===== src/sv/aos_pkg.sv =====
// ----------------------------------------------------------------------------
// aos_pkg: shared types and constants
// Widths, register indexes, reset values and stage payloads of the slicer.
// ----------------------------------------------------------------------------
package aos_pkg;

   localparam int FRAME_BITS     = 32;
   localparam int COEF_BITS      = 16;
   localparam int COEF_REG_BITS  = 16;
   localparam int SAMPLE_BITS    = 16;
   localparam int MAG_BITS       = 16;
   localparam int ENV_BITS       = 32;
   localparam int FIELD_BITS     = 32;
   localparam int CSR_INDEX_BITS = 4;
   // frame arithmetic width, at least as wide as the 32-bit registers
   localparam int CALC_BITS      = (FRAME_BITS > FIELD_BITS) ? FRAME_BITS : FIELD_BITS;

   typedef enum logic [CSR_INDEX_BITS-1:0] {
      CSR_ENV_COEF     = CSR_INDEX_BITS'(0),
      CSR_LEVEL_THRESH = CSR_INDEX_BITS'(1),
      CSR_DELTA_THRESH = CSR_INDEX_BITS'(2),
      CSR_REFRACTORY   = CSR_INDEX_BITS'(3),
      CSR_PRE_FRAMES   = CSR_INDEX_BITS'(4),
      CSR_SLICE_FRAMES = CSR_INDEX_BITS'(5),
      CSR_MIN_FRAMES   = CSR_INDEX_BITS'(6),
      CSR_TOTAL_FRAMES = CSR_INDEX_BITS'(7)
   } csr_reg_type;

   localparam logic [COEF_BITS-1:0]  ENV_COEF_RST   = COEF_BITS'(65400);
   localparam logic [COEF_BITS:0]    COEF_ONE       = {1'b1, {COEF_BITS{1'b0}}};
   localparam logic [COEF_BITS:0]    COEF_B_RST     = COEF_ONE - {1'b0, ENV_COEF_RST};
   localparam logic [FIELD_BITS-1:0] LEVEL_RST      = 32'd10737418;
   localparam logic [FIELD_BITS-1:0] DELTA_RST      = 32'd536871;
   localparam logic [FIELD_BITS-1:0] REFRACTORY_RST = 32'd5760;
   localparam logic [FIELD_BITS-1:0] PRE_RST        = 32'd0;
   localparam logic [FIELD_BITS-1:0] SLICE_RST      = 32'd48000;
   localparam logic [FIELD_BITS-1:0] MIN_RST        = 32'd0;
   localparam logic [FIELD_BITS-1:0] TOTAL_RST      = 32'hFFFF_FFFF;
   localparam logic [FIELD_BITS-1:0] DELTA_MAX      = 32'h7FFF_FFFF;

   typedef struct packed {
      logic [MAG_BITS-1:0] mag;
      logic                sob;
   } mag_item_type;

   typedef struct packed {
      logic [ENV_BITS-1:0]   env;
      logic [FIELD_BITS-1:0] delta;
      logic [FRAME_BITS-1:0] frame;
      logic                  sob;
   } env_item_type;

   typedef struct packed {
      logic [FRAME_BITS-1:0] frame;
      logic [ENV_BITS-1:0]   env;
      logic [FIELD_BITS-1:0] delta;
   } onset_item_type;

   typedef struct packed {
      logic [FIELD_BITS-1:0] level;
      logic [FIELD_BITS-1:0] delta;
      logic [FIELD_BITS-1:0] refractory;
   } detect_cfg_type;

   typedef struct packed {
      logic [FIELD_BITS-1:0] pre;
      logic [FIELD_BITS-1:0] slice;
      logic [FIELD_BITS-1:0] min;
      logic [FIELD_BITS-1:0] total;
   } slice_cfg_type;

   typedef struct packed {
      logic s4;
      logic s5;
      logic out;
   } slice_adv_type;

endpackage


===== src/sv/audio_onset_slicer_top.sv =====
// ----------------------------------------------------------------------------
// audio_onset_slicer_top: envelope-follower onset detector with slicing
// Stereo frames in, one slice descriptor out per reported onset.
// ----------------------------------------------------------------------------
//
//   channel   | handshake               | payload
//   ----------+-------------------------+---------------------------------------
//   req_      | req_valid / req_stall   | left, right sample, start_of_buffer
//   rsp_      | rsp_valid / rsp_stall   | onset frame, slice start, length,
//             |                         | envelope, delta
//   csr_      | csr_valid / csr_ready   | csr_index, csr_wdata
//
// one frame per clock sustained while rsp_stall is low; a reported onset moves
// through s1 to s5 into the result register. the rate is set by the envelope
// feedback loop, one pass through the coefficient multiplier per frame.
// reset is synchronous and clears the envelope, frame counter, onset history,
// stage valids and loads the register defaults.
// rsp_stall holds the result register; the stages behind it keep filling and
// non-onset frames drop out, so req_stall rises only once s1 to s5 are full.
//
module audio_onset_slicer_top (
   input  logic                                   clock,
   input  logic                                   reset,

   input  logic                                   req_valid,
   output logic                                   req_stall,
   input  logic signed [aos_pkg::SAMPLE_BITS-1:0] req_left_sample,
   input  logic signed [aos_pkg::SAMPLE_BITS-1:0] req_right_sample,
   input  logic                                   req_start_of_buffer,

   output logic                                   rsp_valid,
   input  logic                                   rsp_stall,
   output logic        [aos_pkg::FIELD_BITS-1:0]  rsp_onset_frame,
   output logic        [aos_pkg::FIELD_BITS-1:0]  rsp_slice_start,
   output logic        [aos_pkg::FIELD_BITS-1:0]  rsp_slice_length,
   output logic        [aos_pkg::FIELD_BITS-1:0]  rsp_onset_envelope,
   output logic signed [aos_pkg::FIELD_BITS-1:0]  rsp_onset_delta,

   input  logic                                   csr_valid,
   output logic                                   csr_ready,
   input  logic [aos_pkg::CSR_INDEX_BITS-1:0]     csr_index,
   input  logic [aos_pkg::FIELD_BITS-1:0]         csr_wdata
);

   // configuration registers; b = 1 - a is kept instead of a
   logic [aos_pkg::COEF_BITS:0]    coef_b_ff;
   logic [aos_pkg::FIELD_BITS-1:0] level_ff, delta_ff, refractory_ff;
   logic [aos_pkg::FIELD_BITS-1:0] pre_ff, slice_ff, min_ff, total_ff;

   // stage valids
   logic s1_valid_ff, s2_valid_ff, s3_valid_ff, s4_valid_ff, s5_valid_ff;
   logic out_valid_ff;

   // stage ready chain, a bubble anywhere lets the stages behind it move
   logic s1_rdy, s2_rdy, s3_rdy, s4_rdy, s5_rdy, out_rdy;

   // lane outputs and the merged magnitude
   logic [aos_pkg::MAG_BITS-1:0]   left_mag, right_mag;
   logic [aos_pkg::MAG_BITS:0]     mag_sum;
   aos_pkg::mag_item_type          s1_item_ff, s1_item_in;

   aos_pkg::env_item_type          s2_item;
   aos_pkg::onset_item_type        s3_item;
   aos_pkg::detect_cfg_type        detect_cfg;
   aos_pkg::slice_cfg_type         slice_cfg;
   aos_pkg::slice_adv_type         slice_adv;
   logic                           fire;
   logic                           keep;

   assign csr_ready = 1'b1;

   // register writes
   always_ff @(posedge clock) begin
      if (reset) begin
         coef_b_ff     <= aos_pkg::COEF_B_RST;
         level_ff      <= aos_pkg::LEVEL_RST;
         delta_ff      <= aos_pkg::DELTA_RST;
         refractory_ff <= aos_pkg::REFRACTORY_RST;
         pre_ff        <= aos_pkg::PRE_RST;
         slice_ff      <= aos_pkg::SLICE_RST;
         min_ff        <= aos_pkg::MIN_RST;
         total_ff      <= aos_pkg::TOTAL_RST;
      end else if (csr_valid && csr_ready) begin
         unique case (aos_pkg::csr_reg_type'(csr_index))
            aos_pkg::CSR_ENV_COEF: begin
               coef_b_ff <= aos_pkg::COEF_ONE -
                  {1'b0, aos_pkg::COEF_BITS'(csr_wdata[aos_pkg::COEF_REG_BITS-1:0])};
            end
            aos_pkg::CSR_LEVEL_THRESH: level_ff      <= csr_wdata;
            aos_pkg::CSR_DELTA_THRESH: delta_ff      <= csr_wdata;
            aos_pkg::CSR_REFRACTORY:   refractory_ff <= csr_wdata;
            aos_pkg::CSR_PRE_FRAMES:   pre_ff        <= csr_wdata;
            aos_pkg::CSR_SLICE_FRAMES: slice_ff      <= csr_wdata;
            aos_pkg::CSR_MIN_FRAMES:   min_ff        <= csr_wdata;
            aos_pkg::CSR_TOTAL_FRAMES: total_ff      <= csr_wdata;
            default: ;
         endcase
      end
   end

   assign out_rdy   = !out_valid_ff || !rsp_stall;
   assign s5_rdy    = !s5_valid_ff || out_rdy;
   assign s4_rdy    = !s4_valid_ff || s5_rdy;
   assign s3_rdy    = !s3_valid_ff || s4_rdy;
   assign s2_rdy    = !s2_valid_ff || s3_rdy;
   assign s1_rdy    = !s1_valid_ff || s2_rdy;
   assign req_stall = !s1_rdy;

   // non-onset frames drop out after the decision, dropped slices at the end
   always_ff @(posedge clock) begin
      if (reset) begin
         s1_valid_ff  <= 1'b0;
         s2_valid_ff  <= 1'b0;
         s3_valid_ff  <= 1'b0;
         s4_valid_ff  <= 1'b0;
         s5_valid_ff  <= 1'b0;
         out_valid_ff <= 1'b0;
      end else begin
         if (s1_rdy)  s1_valid_ff  <= req_valid;
         if (s2_rdy)  s2_valid_ff  <= s1_valid_ff;
         if (s3_rdy)  s3_valid_ff  <= s2_valid_ff && fire;
         if (s4_rdy)  s4_valid_ff  <= s3_valid_ff;
         if (s5_rdy)  s5_valid_ff  <= s4_valid_ff;
         if (out_rdy) out_valid_ff <= s5_valid_ff && keep;
      end
   end

   // per-channel magnitude lanes
   aos_mag_lane u_lane_left (
      .sample    (req_left_sample),
      .magnitude (left_mag)
   );

   aos_mag_lane u_lane_right (
      .sample    (req_right_sample),
      .magnitude (right_mag)
   );

   // merge: mean of the two magnitudes, truncated
   always_comb begin
      mag_sum        = {1'b0, left_mag} + {1'b0, right_mag};
      s1_item_in.mag = mag_sum[aos_pkg::MAG_BITS:1];
      s1_item_in.sob = req_start_of_buffer;
   end

   always_ff @(posedge clock) begin
      if (req_valid && s1_rdy) begin
         s1_item_ff <= s1_item_in;
      end
   end

   // envelope and frame counter
   aos_follower u_follower (
      .clock    (clock),
      .reset    (reset),
      .advance  (s1_valid_ff && s2_rdy),
      .item_in  (s1_item_ff),
      .coef_b   (coef_b_ff),
      .item_out (s2_item)
   );

   assign detect_cfg.level      = level_ff;
   assign detect_cfg.delta      = delta_ff;
   assign detect_cfg.refractory = refractory_ff;

   // onset decision and history; every frame updates it, firing or not
   aos_detect u_detect (
      .clock    (clock),
      .reset    (reset),
      .advance  (s2_valid_ff && s3_rdy),
      .item_in  (s2_item),
      .cfg      (detect_cfg),
      .fire     (fire),
      .item_out (s3_item)
   );

   assign slice_cfg.pre   = pre_ff;
   assign slice_cfg.slice = slice_ff;
   assign slice_cfg.min   = min_ff;
   assign slice_cfg.total = total_ff;

   assign slice_adv.s4  = s3_valid_ff && s4_rdy;
   assign slice_adv.s5  = s4_valid_ff && s5_rdy;
   assign slice_adv.out = s5_valid_ff && keep && out_rdy;

   // slice bounds and the result register
   aos_slicer u_slicer (
      .clock          (clock),
      .adv            (slice_adv),
      .item_in        (s3_item),
      .cfg            (slice_cfg),
      .keep           (keep),
      .onset_frame    (rsp_onset_frame),
      .slice_start    (rsp_slice_start),
      .slice_length   (rsp_slice_length),
      .onset_envelope (rsp_onset_envelope),
      .onset_delta    (rsp_onset_delta)
   );

   assign rsp_valid = out_valid_ff;

endmodule


===== src/sv/aos_mag_lane.sv =====
// ----------------------------------------------------------------------------
// aos_mag_lane: one channel magnitude lane
// Absolute value of a signed sample, full range kept (-32768 gives 32768).
// ----------------------------------------------------------------------------
module aos_mag_lane (
   input  logic signed [aos_pkg::SAMPLE_BITS-1:0] sample,
   output logic        [aos_pkg::MAG_BITS-1:0]    magnitude
);

   logic [aos_pkg::SAMPLE_BITS-1:0] raw;
   logic [aos_pkg::SAMPLE_BITS-1:0] negated;

   assign raw       = sample;
   assign negated   = ~raw + aos_pkg::SAMPLE_BITS'(1);
   assign magnitude = aos_pkg::MAG_BITS'(raw[aos_pkg::SAMPLE_BITS-1] ? negated : raw);

endmodule


===== src/sv/aos_follower.sv =====
// ----------------------------------------------------------------------------
// aos_follower: envelope follower and frame counter
// One-pole smoothing written as env + b*(target - env), b = 1 - a, rounded,
// plus the saturated frame-to-frame envelope difference.
// ----------------------------------------------------------------------------
module aos_follower (
   input  logic                          clock,
   input  logic                          reset,
   input  logic                          advance,
   input  aos_pkg::mag_item_type         item_in,
   input  logic [aos_pkg::COEF_BITS:0]   coef_b,
   output aos_pkg::env_item_type         item_out
);

   localparam int PW = aos_pkg::COEF_BITS + aos_pkg::ENV_BITS + 3;
   localparam logic signed [PW-1:0] HALF = PW'(64'd1 << (aos_pkg::COEF_BITS - 1));

   logic [aos_pkg::ENV_BITS-1:0]     env_ff, env_in;
   logic [aos_pkg::FRAME_BITS-1:0]   frame_ff, frame_in;
   aos_pkg::env_item_type            item_ff;

   logic [aos_pkg::ENV_BITS-1:0]     env_old;
   logic [aos_pkg::FRAME_BITS-1:0]   cur;
   logic [aos_pkg::ENV_BITS-1:0]     target;
   logic signed [aos_pkg::ENV_BITS:0] diff;
   logic signed [PW-1:0]             prod;
   logic signed [PW-1:0]             step;
   logic signed [PW-1:0]             env_sum;
   logic signed [aos_pkg::ENV_BITS:0] delta_full;
   logic [aos_pkg::FIELD_BITS-1:0]   delta_sat;

   always_comb begin
      env_old    = item_in.sob ? '0 : env_ff;
      cur        = item_in.sob ? '0 : frame_ff;
      target     = aos_pkg::ENV_BITS'({item_in.mag, 16'b0});
      diff       = $signed({1'b0, target}) - $signed({1'b0, env_old});
      prod       = $signed({1'b0, coef_b}) * diff;
      // floor of the rounded product, arithmetic shift keeps the sign
      step       = (prod + HALF) >>> aos_pkg::COEF_BITS;
      env_sum    = $signed({{(PW - aos_pkg::ENV_BITS){1'b0}}, env_old}) + step;
      env_in     = env_sum[aos_pkg::ENV_BITS-1:0];
      frame_in   = cur + aos_pkg::FRAME_BITS'(1);
      delta_full = $signed({1'b0, env_in}) - $signed({1'b0, env_old});
      // only a full-scale jump from zero overflows the positive range
      if (!delta_full[aos_pkg::ENV_BITS] && delta_full[aos_pkg::FIELD_BITS-1]) begin
         delta_sat = aos_pkg::DELTA_MAX;
      end else begin
         delta_sat = delta_full[aos_pkg::FIELD_BITS-1:0];
      end
   end

   always_ff @(posedge clock) begin
      if (reset) begin
         env_ff   <= '0;
         frame_ff <= '0;
      end else if (advance) begin
         env_ff   <= env_in;
         frame_ff <= frame_in;
      end
   end

   always_ff @(posedge clock) begin
      if (advance) begin
         item_ff.env   <= env_in;
         item_ff.delta <= delta_sat;
         item_ff.frame <= cur;
         item_ff.sob   <= item_in.sob;
      end
   end

   assign item_out = item_ff;

endmodule


===== src/sv/aos_detect.sv =====
// ----------------------------------------------------------------------------
// aos_detect: onset decision
// Refractory, level and rise tests against the last onset frame.
// ----------------------------------------------------------------------------
module aos_detect (
   input  logic                    clock,
   input  logic                    reset,
   input  logic                    advance,
   input  aos_pkg::env_item_type   item_in,
   input  aos_pkg::detect_cfg_type cfg,
   output logic                    fire,
   output aos_pkg::onset_item_type item_out
);

   logic [aos_pkg::FRAME_BITS-1:0] last_ff, last_in;
   logic                           seen_ff, seen_in;
   aos_pkg::onset_item_type        item_ff;

   logic [aos_pkg::FRAME_BITS-1:0] last_eff;
   logic                           seen_eff;
   logic [aos_pkg::FRAME_BITS-1:0] since;
   logic                           elig;
   logic                           level_ok;
   logic                           rise_ok;

   always_comb begin
      last_eff = item_in.sob ? '0 : last_ff;
      seen_eff = item_in.sob ? 1'b0 : seen_ff;
      // wraps with the frame counter
      since    = item_in.frame - last_eff;
      elig     = !seen_eff ||
                 (aos_pkg::CALC_BITS'(since) >= aos_pkg::CALC_BITS'(cfg.refractory));
      level_ok = item_in.env >= cfg.level;
      rise_ok  = $signed({item_in.delta[aos_pkg::FIELD_BITS-1], item_in.delta}) >=
                 $signed({1'b0, cfg.delta});
      fire     = elig && level_ok && rise_ok;
      last_in  = fire ? item_in.frame : last_eff;
      seen_in  = fire || seen_eff;
   end

   always_ff @(posedge clock) begin
      if (reset) begin
         last_ff <= '0;
         seen_ff <= 1'b0;
      end else if (advance) begin
         last_ff <= last_in;
         seen_ff <= seen_in;
      end
   end

   always_ff @(posedge clock) begin
      if (advance) begin
         item_ff.frame <= item_in.frame;
         item_ff.env   <= item_in.env;
         item_ff.delta <= item_in.delta;
      end
   end

   assign item_out = item_ff;

endmodule


===== src/sv/aos_slicer.sv =====
// ----------------------------------------------------------------------------
// aos_slicer: slice bounds and result register
// Start with preroll, room to buffer end, length clamp and minimum filter.
// ----------------------------------------------------------------------------
module aos_slicer (
   input  logic                                  clock,
   input  aos_pkg::slice_adv_type                adv,
   input  aos_pkg::onset_item_type               item_in,
   input  aos_pkg::slice_cfg_type                cfg,
   output logic                                  keep,
   output logic        [aos_pkg::FIELD_BITS-1:0] onset_frame,
   output logic        [aos_pkg::FIELD_BITS-1:0] slice_start,
   output logic        [aos_pkg::FIELD_BITS-1:0] slice_length,
   output logic        [aos_pkg::FIELD_BITS-1:0] onset_envelope,
   output logic signed [aos_pkg::FIELD_BITS-1:0] onset_delta
);

   aos_pkg::onset_item_type         s4_item_ff, s5_item_ff;
   logic [aos_pkg::CALC_BITS-1:0]   s4_start_ff, s5_start_ff;
   logic [aos_pkg::FIELD_BITS-1:0]  s5_room_ff;

   logic [aos_pkg::CALC_BITS-1:0]   frame_c, pre_c, total_c, start_in;
   logic [aos_pkg::FIELD_BITS-1:0]  room_in, len_in;

   logic [aos_pkg::FIELD_BITS-1:0]  frame_out_ff, start_out_ff, len_out_ff;
   logic [aos_pkg::FIELD_BITS-1:0]  env_out_ff, delta_out_ff;

   always_comb begin
      frame_c  = aos_pkg::CALC_BITS'(item_in.frame);
      pre_c    = aos_pkg::CALC_BITS'(cfg.pre);
      total_c  = aos_pkg::CALC_BITS'(cfg.total);
      start_in = (frame_c > pre_c) ? (frame_c - pre_c) : '0;
      // frames left in the buffer from the slice start
      room_in  = (total_c > s4_start_ff) ?
                 aos_pkg::FIELD_BITS'(total_c - s4_start_ff) : '0;
      len_in   = (s5_room_ff < cfg.slice) ? s5_room_ff : cfg.slice;
      keep     = len_in >= cfg.min;
   end

   always_ff @(posedge clock) begin
      if (adv.s4) begin
         s4_item_ff  <= item_in;
         s4_start_ff <= start_in;
      end
      if (adv.s5) begin
         s5_item_ff  <= s4_item_ff;
         s5_start_ff <= s4_start_ff;
         s5_room_ff  <= room_in;
      end
      if (adv.out) begin
         frame_out_ff <= aos_pkg::FIELD_BITS'(s5_item_ff.frame);
         start_out_ff <= aos_pkg::FIELD_BITS'(s5_start_ff);
         len_out_ff   <= len_in;
         env_out_ff   <= aos_pkg::FIELD_BITS'(s5_item_ff.env);
         delta_out_ff <= s5_item_ff.delta;
      end
   end

   assign onset_frame    = frame_out_ff;
   assign slice_start    = start_out_ff;
   assign slice_length   = len_out_ff;
   assign onset_envelope = env_out_ff;
   assign onset_delta    = $signed(delta_out_ff);

endmodule


===== config.mk =====
export PLATFORM = sky130hd
export DESIGN_NAME = audio_onset_slicer_top
export DESIGN_NICKNAME = d
export VERILOG_FILES = /design/src/sv/aos_pkg.sv /design/src/sv/audio_onset_slicer_top.sv /design/src/sv/aos_mag_lane.sv /design/src/sv/aos_follower.sv /design/src/sv/aos_detect.sv /design/src/sv/aos_slicer.sv
export SDC_FILE = /design/constraint.sdc
export NUM_CORES = 2
export LEC_CHECK = 0
export BUFFER_PORTS_ARGS = -buffer_cell sky130_fd_sc_hd__buf_2
export CAP_MARGIN = 0
export CORE_MARGIN = 5
export CORE_UTILIZATION = 30
export DETAILED_ROUTE_END_ITERATION = 8
export GPL_TIMING_DRIVEN = 1
export SLEW_MARGIN = 20
export SYNTH_ARGS = -nofsm -noshare
export SYNTH_HDL_FRONTEND = slang
export SYNTH_HIERARCHICAL = 1
export SYNTH_SLANG_ARGS = --single-unit

===== constraint.sdc =====
create_clock -name clock -period 37.5 [get_ports clock]
set_input_delay 0 -clock clock [delete_from_list [all_inputs] [get_ports clock]]
set_output_delay 0 -clock clock [all_outputs]
set_load 0.02 [all_outputs]

==> metrics.txt <==
outcome finished clean; Final Hold Viols 0; Setup Viol. Count Final 0; standard-cell rows 174; Post-synth EDFFs 658; DP HPWL 140 mm; Startpoint Class register; flop-to-flop setup slack approximately 23 ns; Worst Tran Pin Value roughly 1.1 ns; Synth area leader edfxtp_1; Die H about 490 um; core area approximately 230000 sq um; via count 47363; CTS root buffer clkbuf_16; Remaining Overflow, GRT 0; Final Max Slew Viols 0; vias in the first global route 48072; Syn Nets roughly 7700; initial antenna violation count 9; Num CTS Buffers 90; Post CTS Setup Buffer Count 0; clk buf depth 3; hold slack between 0.1 and 0.15 ns; nets@finish roughly 7900; synth cell count leaders inv_1, nand2_1, edfxtp_1, fa_1, ha_1; Top cell by count, worst path a21o_1; cell area after synthesis 68000 sq um; crit-path max cell delay 0.87 ns; RSZ-0062 raised after global routing false; Initial Utilization 0.302; largest net degree at the start of global routing 170; CTS tree yes; ys async rst share 0; CTS Sinks 1002; clock-pin slew on the worst setup and hold paths 0.08 ns; Fmax slightly above 70 MHz; Largest delay share family, worst path adder cells; Final ANT Viol Nets 0; top-count cell post-synth inv_1; DRT Pass-1 Iters 7; global-route wire length before repair 287 mm; final worst path period need 14.09 ns; CP max FO 30; gp weighted congestion slightly above 0.9; Slew headroom 0.245; Die W 486 um; syn avg cell area 10.3 sq um; worst endpoint required time 37.89 ns; DRT Wirelength 187 mm; gr usage total 0.155; Total Die Area 236000 sq um; top-area cell type share of the netlist area 0.291; # IOs between 200 and 250; Area contributors post-synth edfxtp_1, fa_1, dfxtp_1; CP max stage cell xor2_2; CP arrival 14.48 ns; wire length per cell 19.0 um; max_cap viols 0; number of DRC markers in iteration 0 3135; post-synthesis sequential area ratio 0.392; Tcrit/Tclk final 0.376; Final Skew 0.0493 ns; Yosys warning count 6; Cell variety after synth around 120; H-tree Lvls 3; ys flop type edfxtp_1; Worst Setup End Kind register; Bufs and invs on worst path 6; total negative setup slack 0 ns; P&R area growth vs syn 12.0%; drt via density 4.79; final core occ 0.338; Clk Latency, worst-skew pair 0.70 ns; Hold WC Path Type in -> reg; Post-Synthesis Cells between 6000 and 7000; ratio of cells with drive above 1 in the final layout 0.0900; crit path kind reg -> reg; DR DRC count 0; port bufs 235; flops & latches, synth between 1000 and 1500
## timing repair
item,in CTS,in global routing
endpoints found under the setup margin,0,0
resized for setup,0,0
hold buffers,42,3
hold endpoints to repair,290,7
## path summary, 6_finish.rpt
kind | from | to | cells past startpoint
max reg2reg | s1_item_ff[0] | u_follower/item_out[36] | 51
min | req_left_sample[0] | s1_item_ff[3] | 4
max | s1_item_ff[0] | u_follower/item_out[36] | 51
min reg2reg | u_slicer/s4_item_ff[28] | u_slicer/s5_item_ff[28] | 0
## logic make-up (layout without fill, tap and decap cells)
| family | Yosys count | count (layout) | share of synthesized area |
|---|---|---|---|
| AO/OA/AOI/OAI | 1050 | 1050 | 0.104 |
| XOR/XNOR | 270 | 270 | 0.0349 |
| adder cells (fa/ha/maj) | 1023 | 1023 | 0.246 |
| buffers and inverters | 1192 | 1446 | 0.0679 |
| flip-flops | 1002 | 1002 | 0.392 |
| multiplexers | 63 | 63 | 0.00986 |
| other | 1 | 9 | 0.0000552 |
| AND/OR/NAND/NOR | 2026 | 2026 | 0.145 |
## metal layers
layer,share of wire,wire (um),GRT usage,vias to the layer above
li1,-,-,-,22335
met2,0.46,85900,0.254,1425
met1,0.45,84500,0.211,23310
met4,0.040,7480,0.0591,0
met3,0.050,9440,0.0179,293
met5,0,0,0,-
## per-stage QoR
stage,instances,cell area [sq um],worst slack (ns)
floorplan,6627,68000,25.13
global placement,9659,72600,23.40
detailed placement,9659,72600,23.58
CTS,9869,76000,23.46
global route,9879,76100,22.83
finish,9881,76100,23.41
## registers in the layout (all words and copies together), names as in the netlist, 96 cells and up
register	flops
u_follower/item_out	97
u_detect/item_out	96
u_slicer/s4_item_ff	96
u_slicer/s5_item_ff	96
## cells in the final DEF (no fill, tap or decap), types with 28 or more instances in the layout
cell	instances
nand4_1	54
nand3_1	68
and3_1	28
o21bai_1	30
a21o_1	151
mux2i_1	31
and2_1	312
o21ai_0	126
inv_1	928
buf_2	234
o21a_1	30
dfxtp_1	329
a211o_1	41
buf_4	66
fa_1	521
xnor2_1	165
nor3_1	52
nor2b_1	110
nand2b_1	73
a21oi_1	405
nand3b_1	38
dlygate4sd3_1	45
xor2_1	83
clkbuf_16	92
nor2_1	282
ha_1	502
mux2_2	32
a22o_1	34
edfxtp_1	658
nand2_1	895
## worst min-delay path: stages
cell and delay, ns:
buf_2 0.13, nand4_1 0.13, nand2_1 0.08, xor2_1 0.24
## final cells by class
type / count / area, sq um
Fill cell: 22586 / 149000
Multi-Input combinational cell: 4433 / 37000
Sequential cell: 1002 / 26700
Tap cell: 2992 / 3740
Inverter: 929 / 3490
Clock buffer: 124 / 2540
Timing Repair Buffer: 349 / 2190
Clock inverter: 44 / 477
Antenna cell: 8 / 20.0
Power is not shown: default switching activity piles up to over one toggle a cycle in this logic, so the estimate is an artifact.
